### src/glmd_pkg.sv
// Shared types and constants for the grid local maximum detector.
package glmd_pkg;

   // Widths of the item fields and configuration registers.
   localparam int VALUE_BITS = 32;
   localparam int ROW_BITS = 7;
   localparam int CFG_BITS = 8;
   localparam int ROW_LIMIT = 128;

   // An item can cause at most three results.
   localparam int RUN_MAX = 3;
   localparam int RUN_CNT_BITS = $clog2(RUN_MAX + 1);

   // Result queue sizing.
   localparam int FIFO_DEPTH = 16;
   localparam int FIFO_PTR_BITS = $clog2(FIFO_DEPTH);
   localparam int FIFO_CNT_BITS = FIFO_PTR_BITS + 1;

   // Register port sizing.
   localparam int CSR_ADDR_BITS = 3;
   localparam int CSR_DATA_BITS = 32;

   // Register indexes.
   typedef enum logic {
      REG_GRID_ROWS = 1'b0,
      REG_GRID_COLS = 1'b1
   } reg_index_type;

   // Configuration as seen by the datapath.
   typedef struct packed {
      logic [CFG_BITS-1:0] grid_rows;
      logic [CFG_BITS-1:0] grid_cols;
      logic                restart;
   } cfg_type;

   // One result item.
   typedef struct packed {
      logic [VALUE_BITS-1:0] peak_value;
      logic [ROW_BITS-1:0]   peak_row;
      logic [ROW_BITS-1:0]   peak_col;
      logic                  last_of_run;
   } result_type;

   // The results one item causes, packed from entry 0 upward.
   typedef struct packed {
      logic [RUN_CNT_BITS-1:0]      count;
      result_type [RUN_MAX-1:0]     entry;
   } push_type;

endpackage

### src/glmd_csr.sv
// Register file for the grid size, with the grid restart on every write.
module glmd_csr (
   input  logic                                 clock,
   input  logic                                 reset,
   input  logic                                 csr_psel,
   input  logic                                 csr_penable,
   input  logic                                 csr_pwrite,
   input  logic [glmd_pkg::CSR_ADDR_BITS-1:0]   csr_paddr,
   input  logic [glmd_pkg::CSR_DATA_BITS-1:0]   csr_pwdata,
   output logic [glmd_pkg::CSR_DATA_BITS-1:0]   csr_prdata,
   output logic                                 csr_pready,
   output glmd_pkg::cfg_type                    cfg
);

   localparam int CFG_BITS = glmd_pkg::CFG_BITS;
   localparam int DATA_BITS = glmd_pkg::CSR_DATA_BITS;

   logic [CFG_BITS-1:0]     grid_rows_ff;
   logic [CFG_BITS-1:0]     grid_rows_in;
   logic [CFG_BITS-1:0]     grid_cols_ff;
   logic [CFG_BITS-1:0]     grid_cols_in;
   logic                    write_en;
   glmd_pkg::reg_index_type index;

   // The word address picks the register.
   assign index = glmd_pkg::reg_index_type'(csr_paddr[2]);
   assign write_en = csr_psel && csr_penable && csr_pwrite && csr_pready;
   assign csr_pready = 1'b1;

   // Next register values.
   always_comb begin
      grid_rows_in = grid_rows_ff;
      grid_cols_in = grid_cols_ff;
      if (write_en) begin
         case (index)
            glmd_pkg::REG_GRID_ROWS: grid_rows_in = csr_pwdata[CFG_BITS-1:0];
            glmd_pkg::REG_GRID_COLS: grid_cols_in = csr_pwdata[CFG_BITS-1:0];
            default: ;
         endcase
      end
   end

   always_ff @(posedge clock) begin
      if (reset) begin
         grid_rows_ff <= CFG_BITS'(2);
         grid_cols_ff <= CFG_BITS'(2);
      end else begin
         grid_rows_ff <= grid_rows_in;
         grid_cols_ff <= grid_cols_in;
      end
   end

   // Read data.
   always_comb begin
      case (index)
         glmd_pkg::REG_GRID_ROWS: csr_prdata = DATA_BITS'(grid_rows_ff);
         glmd_pkg::REG_GRID_COLS: csr_prdata = DATA_BITS'(grid_cols_ff);
         default:                 csr_prdata = '0;
      endcase
   end

   // Any write restarts the grid at its first pixel.
   assign cfg.grid_rows = grid_rows_ff;
   assign cfg.grid_cols = grid_cols_ff;
   assign cfg.restart   = write_en;

endmodule

### config.mk
export PLATFORM = sky130hd
export DESIGN_NAME = glmd_csr
export DESIGN_NICKNAME = d
export VERILOG_FILES = /design/src/glmd_pkg.sv /design/src/glmd_csr.sv
export SDC_FILE = /design/constraint.sdc
export NUM_CORES = 1
export LEC_CHECK = 0
export BUFFER_PORTS_ARGS = -buffer_cell sky130_fd_sc_hd__buf_4
export CORE_MARGIN = 2
export CORE_UTILIZATION = 39
export CTS_CLUSTER_SIZE = 24
export DETAILED_ROUTE_END_ITERATION = 6
export PLACE_DENSITY = 0.8
export REMOVE_ABC_BUFFERS = 1
export SYNTH_ARGS = -nofsm -noshare
export SYNTH_HDL_FRONTEND = slang
export SYNTH_SLANG_ARGS = --single-unit
### constraint.sdc
create_clock -name clock -period 1.8 [get_ports clock]
set_input_delay 0.36 -clock clock [delete_from_list [all_inputs] [get_ports clock]]
set_output_delay 0.36 -clock clock [all_outputs]
set_load 0.02 [all_outputs]
==> flow_summary.yaml <==
sta:
  slew_viol_final: 0
  fmax_mhz: 710
  setup_tns_ns: 0
  fin_crit_ns: 1.41
  skew_ns: 0
  hold_ws_ns: 0.340
  period_share: 0.783
  rsz0062_at_grt: "no"
  setup_viol: 0
  hold_violations: 0
global_routing:
  grt_max_degree: 25
  grt-ovfl-total: 0
  antenna_found_initial: 0
  grt_pass1_wl_um: 2680
  grt_pass1_vias: 618
  track_usage: 0.129
placed_design:
  portBuffers: 38
  gp_congestion: 0.630
  hpwl_um: 1430
critical_path:
  end_kind: "primary output"
  worstReg2RegEnd: "grid_cols_ff[4]"
  critical-path-top-delay-family: "multiplexers"
  crit_chain: "buf_4 -> mux2_2 -> buf_4"
  crit_fanout: 12
  required_ns: 1.44
  cp-startpoint: "csr_paddr[2]"
  cp_num_buf_inv: 2
  crit_top_cell: "buf_4"
  path_class: "primary input to primary output"
  slowest_stage: "mux2_2"
  timing.rr.start: "grid_cols_ff[4]"
  r2r_slack_ns: 1.17
  max_stage_delay_ns: 0.35
  reg2regPathDepth: 2
  arrival_ns: 1.05
  critPathLaunchType: "primary input"
clock_network:
  insertion_delay_ns: 0.28
  clockRootBuffer: "clkbuf_4"
  cts_sinks: 16
  cts_hold_buf: 0
  cts.path.max_buffers: 2
  cts_resized: 0
  cts_tree: "yes"
  clk_pin_slew_worst_paths_ns: 0.10
  cts_setup_buffers: 0
  htreeDepth: 1
  cts_made_buffers: 3
synthesis:
  ys_seq_area_frac: 0.319
  synthCells: 101
  synth_seq_cells: 16
  netlist_area_um2: 1000
  postSynthAreaPerCell_um2: 9.94
  ys_warn_count: 0
  synth.distinct_cells: 14
die:
  initial_core_util: 0.409
  die_w_um: 54.7
  die_h_um: 54.7
  io_pins: 90
  fp.dieArea_um2: 2990
  core_um2: 2450
  rows: 18
routing:
  antenna_left: 0
  wl_per_cell_um: 11.2
  drc: 0
  first_pass_iters: 2
  dr.first_iter.drc_count: 2
  routed_wl_um: 1850
  vias_per_cell: 4.38
  vias: 727
finish:
  insertedDiodeCount: 0
  mostFrequentLayoutCells: "38 x buf_4, 25 x conb_1, 21 x nand2b_1"
  nets: 177
  mostFrequentLayoutCell: "buf_4"
  final_util: 0.498
  areaGrowthSynthToFinish_pct: 21.9
  drive_gt1_frac: 0.390
pwr:
  seq_power_share: 0.481
  power.switching_mw: 0.220
  leakage_nw: 0.629
  peakVddDrop_mv: 0.330
  pwr-share-clk: 0.312
  p_per_area_nw_per_um2: 624
  p_comb_frac: 0.207
  p_sw_frac: 0.289
  total_power_mw: 0.764
  p_int_mw: 0.543
status:
  status: "complete, no violations"
job:
  cap_violations: 0
worst_hold_path:
  min_from: "csr_pwdata[1]"
  holdPathStages: 3
  hp-class: "primary input to flop"
  holdPathEnd: "grid_rows_ff[1]"
-- flip-flops by register name, indices dropped and copies added, names as in the netlist --
signal and flops:
grid_rows_ff 8, grid_cols_ff 8
-- worst reg2reg max path: stages, from the launching register on --
cell	delay, ns
dfxtp_1	0.37
nand2b_1	0.07
mux2i_1	0.12
-- worst max path at each step --
stage                    endpoint  cells past startpoint
floorplan           csr_prdata[0]                      1
global placement    csr_prdata[0]                      3
detailed placement  csr_prdata[5]                      3
CTS                 csr_prdata[7]                      3
global route        csr_prdata[3]                      2
finish              csr_prdata[7]                      3
-- stage by stage --
stage,setup slack [ns],cell area [um^2],std cells
after floorplan,0.715,865,94
after global placement,0.393,1190,162
after detailed placement,0.387,1190,162
after CTS,0.381,1220,166
after global routing,0.346,1220,166
final,0.391,1220,166
-- per-layer routing --
metal	share of wire	GRT usage	up-vias
met2	0.50	0.216	42
met1	0.41	0.158	336
met4	0	0.0500	0
met5	0	0	-
li1	-	-	349
met3	0.095	0.0328	0
-- cell type report --
class	instances	area (um^2)
clock buffer	4	36.3
tap	30	37.5
fill	229	1230
sequential	16	320
multi-input combinational	78	544
timing repair buffer	38	285
-- kinds of logic after synthesis --
logic type	count (synthesis)	synth area share
DFF	16	0.319
muxes	24	0.249
buffers and inverters	30	0.224
and+or+nand+nor	29	0.200
other	2	0.00748
-- synthesized netlist by cell type --
cell      instances  area (um^2)
and3_2            1         7.51
and4_1            1         8.76
and4b_2           1         11.3
buf_4            26          195
buf_6             2         22.5
clkbuf_1          2         7.51
conb_1            2         7.51
dfxtp_1          16          320
mux2_2            8         90.1
mux2i_1          16          160
nand2b_1         21          131
nand4_1           1         6.26
nand4b_4          1         23.8
nor2_1            3         11.3
-- power groups by stage --
stage,Combinational (mW),Sequential (mW),Clock [mW]
floorplan,0.0877,0.384,0
global placement,0.155,0.375,0
detailed placement,0.158,0.376,0
CTS,0.158,0.368,0.250
global route,0.172,0.369,0.263
finish,0.158,0.368,0.238
Note: power is estimated with default switching activity, not from simulation.
