## src/glmd_pkg.sv

```systemverilog
// Shared types and constants for the grid local maximum detector.
package glmd_pkg;

   // Widths of the item fields and configuration registers.
   localparam int VALUE_BITS = 32;
   localparam int ROW_BITS = 7;
   localparam int CFG_BITS = 8;
   localparam int ROW_LIMIT = 128;

   // An item can cause at most three results.
   localparam int RUN_MAX = 3;
   localparam int RUN_CNT_BITS = $clog2(RUN_MAX + 1);

   // Result queue sizing.
   localparam int FIFO_DEPTH = 16;
   localparam int FIFO_PTR_BITS = $clog2(FIFO_DEPTH);
   localparam int FIFO_CNT_BITS = FIFO_PTR_BITS + 1;

   // Register port sizing.
   localparam int CSR_ADDR_BITS = 3;
   localparam int CSR_DATA_BITS = 32;

   // Register indexes.
   typedef enum logic {
      REG_GRID_ROWS = 1'b0,
      REG_GRID_COLS = 1'b1
   } reg_index_type;

   // Configuration as seen by the datapath.
   typedef struct packed {
      logic [CFG_BITS-1:0] grid_rows;
      logic [CFG_BITS-1:0] grid_cols;
      logic                restart;
   } cfg_type;

   // One result item.
   typedef struct packed {
      logic [VALUE_BITS-1:0] peak_value;
      logic [ROW_BITS-1:0]   peak_row;
      logic [ROW_BITS-1:0]   peak_col;
      logic                  last_of_run;
   } result_type;

   // The results one item causes, packed from entry 0 upward.
   typedef struct packed {
      logic [RUN_CNT_BITS-1:0]      count;
      result_type [RUN_MAX-1:0]     entry;
   } push_type;

endpackage

```

## src/glmd_peak_fifo.sv

```systemverilog
// Result queue that takes up to three results a cycle and hands out one.
module glmd_peak_fifo (
   input  logic                                 clock,
   input  logic                                 reset,
   input  glmd_pkg::push_type                   push,
   output logic                                 out_valid,
   input  logic                                 out_ready,
   output glmd_pkg::result_type                 out_item,
   output logic [glmd_pkg::FIFO_CNT_BITS-1:0]   level
);

   localparam int DEPTH = glmd_pkg::FIFO_DEPTH;
   localparam int PTR_BITS = glmd_pkg::FIFO_PTR_BITS;
   localparam int CNT_BITS = glmd_pkg::FIFO_CNT_BITS;
   localparam int RUN_MAX = glmd_pkg::RUN_MAX;

   glmd_pkg::result_type fifo_ff [DEPTH];
   logic [PTR_BITS-1:0]  head_ff;
   logic [PTR_BITS-1:0]  head_in;
   logic [PTR_BITS-1:0]  tail_ff;
   logic [PTR_BITS-1:0]  tail_in;
   logic [CNT_BITS-1:0]  level_ff;
   logic [CNT_BITS-1:0]  level_in;
   logic                 pop;

   assign out_valid = level_ff != '0;
   assign pop = out_valid && out_ready;
   assign out_item = fifo_ff[head_ff];
   assign level = level_ff;

   // Store the results of one item in order at the tail.
   always_ff @(posedge clock) begin
      for (int k = 0; k < RUN_MAX; k++) begin
         if (k < push.count) begin
            fifo_ff[tail_ff + PTR_BITS'(k)] <= push.entry[k];
         end
      end
   end

   // Pointer and fill level update.
   always_comb begin
      tail_in  = tail_ff + PTR_BITS'(push.count);
      head_in  = head_ff + PTR_BITS'(pop);
      level_in = level_ff + CNT_BITS'(push.count) - CNT_BITS'(pop);
   end

   always_ff @(posedge clock) begin
      if (reset) begin
         head_ff  <= '0;
         tail_ff  <= '0;
         level_ff <= '0;
      end else begin
         head_ff  <= head_in;
         tail_ff  <= tail_in;
         level_ff <= level_in;
      end
   end

endmodule

```

## config.mk

```make
export PLATFORM = sky130hd
export DESIGN_NAME = glmd_peak_fifo
export DESIGN_NICKNAME = d
export VERILOG_FILES = /design/src/glmd_pkg.sv /design/src/glmd_peak_fifo.sv
export SDC_FILE = /design/constraint.sdc
export NUM_CORES = 2
export LEC_CHECK = 0
export BUFFER_PORTS_ARGS = -buffer_cell sky130_fd_sc_hd__buf_2
export CAP_MARGIN = 10
export CORE_ASPECT_RATIO = 1.4
export CORE_UTILIZATION = 40
export DETAILED_ROUTE_END_ITERATION = 12
export PLACE_DENSITY = 0.59
export SLEW_MARGIN = 10
export SYNTH_ARGS = -nofsm -noshare
export SYNTH_HDL_FRONTEND = slang
export SYNTH_SLANG_ARGS = --single-unit
```

## constraint.sdc

```tcl
create_clock -name clock -period 9.07 [get_ports clock]
set_input_delay 1.814 -clock clock [delete_from_list [all_inputs] [get_ports clock]]
set_output_delay 1.814 -clock clock [all_outputs]
set_load 0.02 [all_outputs]
```

==> flow_summary.json <==
{
  "drt-total-wl_mm": 200.2,
  "synth_top_cell_by_area": "edfxtp_1",
  "vias": 39280,
  "outcome": "completed",
  "syn2layout_area_growth_pct": 9.078,
  "placementRows": 145,
  "hold_violations": 0,
  "ys_top_cells_by_area": "edfxtp_1 (50%), mux4_2 (9.4%), a22oi_1 (7.8%)",
  "holdWs_ps": 656.3,
  "synthArstFlopShare": 0,
  "multi_input_area_um2": 20420,
  "fmax_ghz": 0.1755,
  "start_util": 0.4041,
  "cts_root_buf": "clkbuf_16",
  "vdd_drop_max_v": 0.0001849,
  "required_ps": 7260,
  "synth_fp_nets": 4536,
  "die_w_um": 286.2,
  "hold_class": "register to register",
  "floorplan.io_pins": 199,
  "cts_resized": 0,
  "core-area_um2": 111900,
  "grt_antenna_before_repair": 22,
  "grt_pass1_wl_mm": 278.1,
  "avgSynthCellArea_um2": 10.34,
  "synth_cell_types": 37,
  "synth_most_common_cell": "edfxtp_1",
  "grt_max_degree": 139,
  "grt_use_total": 0.3432,
  "worstPathMaxFanout": 100,
  "yosysTopAreaCellShare": 0.4992,
  "max_slew_margin": 0.1324,
  "path_class": "register to primary output",
  "avgViaCountPerCell": 6.941,
  "finalCritPeriodShare": 0.6281,
  "cts_hold_buf": 0,
  "power_density_nw_per_um2": 220.5,
  "netlist_area_um2": 45230,
  "p_leak_nw": 15.89,
  "endpoint_kind": "primary output",
  "ys_seq_elements": 765,
  "htree_levels": 3,
  "drtAntennaViolNets": 0,
  "fin_skew_ps": 27.37,
  "drc_errors": 0,
  "min_delay_worst_endpoint": "head_ff[2]",
  "drt_iter0_markers": 6144,
  "grt_pass1_vias": 37780,
  "cts_tree": "built",
  "routedWlPerCell_um": 35.38,
  "rrSetupSlack_ps": 4490,
  "regToRegEndpoint": "fifo_ff[2][23]",
  "min_from": "head_ff[2]",
  "utilization": 0.4408,
  "synth-main-ff-cell": "edfxtp_1",
  "regArea_um2": 22850,
  "design_power_total_w": 0.01088,
  "clk_latency_ps": 690,
  "grt_overflow": 0,
  "max_cap_viol_count": 0,
  "port_buffers": 198,
  "design.die.area_um2": 114500,
  "n_fill_cell": 10400,
  "nNetsFinal": 4271,
  "clock_path_buffers": 3,
  "syn-instance-count": 4376,
  "netlist_top_cells_count": "edfxtp_1 (752), nand2_1 (579), a22oi_1 (470)",
  "drv_slew": 0,
  "rr_startpoint": "tail_ff[2]",
  "die_h_um": 399.9,
  "layout_min_cycle_time_ps": 5697,
  "final-setup-viol-count": 0,
  "cts_setup_buffers": 0,
  "ff2ff_path_depth": 6,
  "synth_seq_area_share": 0.5050,
  "synth_edf_count": 752,
  "rsz0062_at_grt": "no",
  "min_delay_path_depth": 2,
  "clk_pin_slew_ps": 60,
  "tightest_slew_ps": 1301,
  "start_kind": "register",
  "firstDrtPassIters": 6,
  "clkSinkCount": 765,
  "final.setup.tns_ps": 0,
  "post-dp-hpwl_mm": 106.6,
  "worstPathArrival_ps": 3880,
  "cts_buffers": 78,
  "ys_warn_count": 0,
  "drive_above_1_share": 0.1548,
  "place.gp.congestion": 0.8622
}
final cells by class:
| type | count | share of cell area |
|---|---|---|
| sequential | 765 | 0.4631 |
| multi-input combinational | 2974 | 0.4140 |
| clock buffer | 96 | 0.04133 |
| tap | 1470 | 0.03728 |
| timing repair buffer | 279 | 0.03304 |
| clock inverter | 45 | 0.009433 |
| inverter | 13 | 0.0009890 |
| antenna | 17 | 0.0008622 |
cell families (layout without fill, tap and decap cells):
kind of cell / count (synthesis) / in the layout / share of synthesized area
compound gates: 1628 / 1628 / 0.2382
xor+xnor: 10 / 10 / 0.002102
fa+ha+maj: 14 / 14 / 0.004204
buf+inv: 637 / 433 / 0.05693
flops: 765 / 765 / 0.5050
mux: 188 / 188 / 0.09360
other cells: 0 / 17 / 0
simple gates: 1134 / 1134 / 0.1000
where the power goes:
part | total, W | internal [W] | switching [W] | leakage (nW)
logic | 0.00315 | 0.00116 | 0.00199 | 7.67
clock network | 0.00335 | 0.00186 | 0.00149 | 1.23
registers | 0.00438 | 0.00422 | 0.000152 | 6.98
total | 0.0109 | 0.00724 | 0.00364 | 15.9
metrics by stage:
stage | worst slack, ps | instances | cell area, µm²
5_1_grt | 3194 | 5649 | 49310
2_1_floorplan | 2309 | 4376 | 45230
3_3_place_gp | 3199 | 5501 | 46790
6_report | 3373 | 5659 | 49340
3_5_place_dp | 3068 | 5501 | 46790
4_1_cts | 3299 | 5642 | 49300
worst max-delay path, stage by stage, from the launching register on:
cell,delay [ps]
dfxtp_4,970
buf_12,730
mux4_2,590
a22oi_1,240
nand2_1,300
buf_2,270
worst max path at each step:
stage / endpoint / from / slack (ps) / cells after the start
CTS: out_item[2] / head_ff[0] / 3300 / 5
finish: out_item[18] / head_ff[0] / 3370 / 5
floorplan: fifo_ff[13][0] / push[142] / 2310 / 6
global placement: fifo_ff[2][30] / push[142] / 3200 / 5
detailed placement: fifo_ff[2][30] / push[142] / 3070 / 5
global route: out_item[24] / head_ff[0] / 3190 / 5
cells in the final DEF (no fill, tap or decap), types with 16 or more instances in the layout:
master / count
clkbuf_16: 78
a2bb2oi_1: 376
clkinv_2: 16
o21ai_0: 465
a22oi_1: 470
nor2_1: 389
edfxtp_1: 752
buf_4: 79
diode_2: 17
buf_2: 197
a21oi_1: 292
nand2_1: 569
clkbuf_1: 16
mux4_2: 188
nand3_1: 97
per-layer routing:
metal | vias up | share of wire | GRT usage
met3 | 840 | 0.12 | 0.07292
met4 | 8 | 0.078 | 0.2368
li1 | 16110 | - | -
met2 | 3335 | 0.46 | 0.5463
met1 | 18990 | 0.34 | 0.4169
met5 | - | 0.00022 | 0.001271
state kept, by name, indices dropped and copies added, names as in the netlist:
register,count
fifo_ff,752
head_ff,4
level,5
tail_ff,4
(Power assumes the default switching activity.)
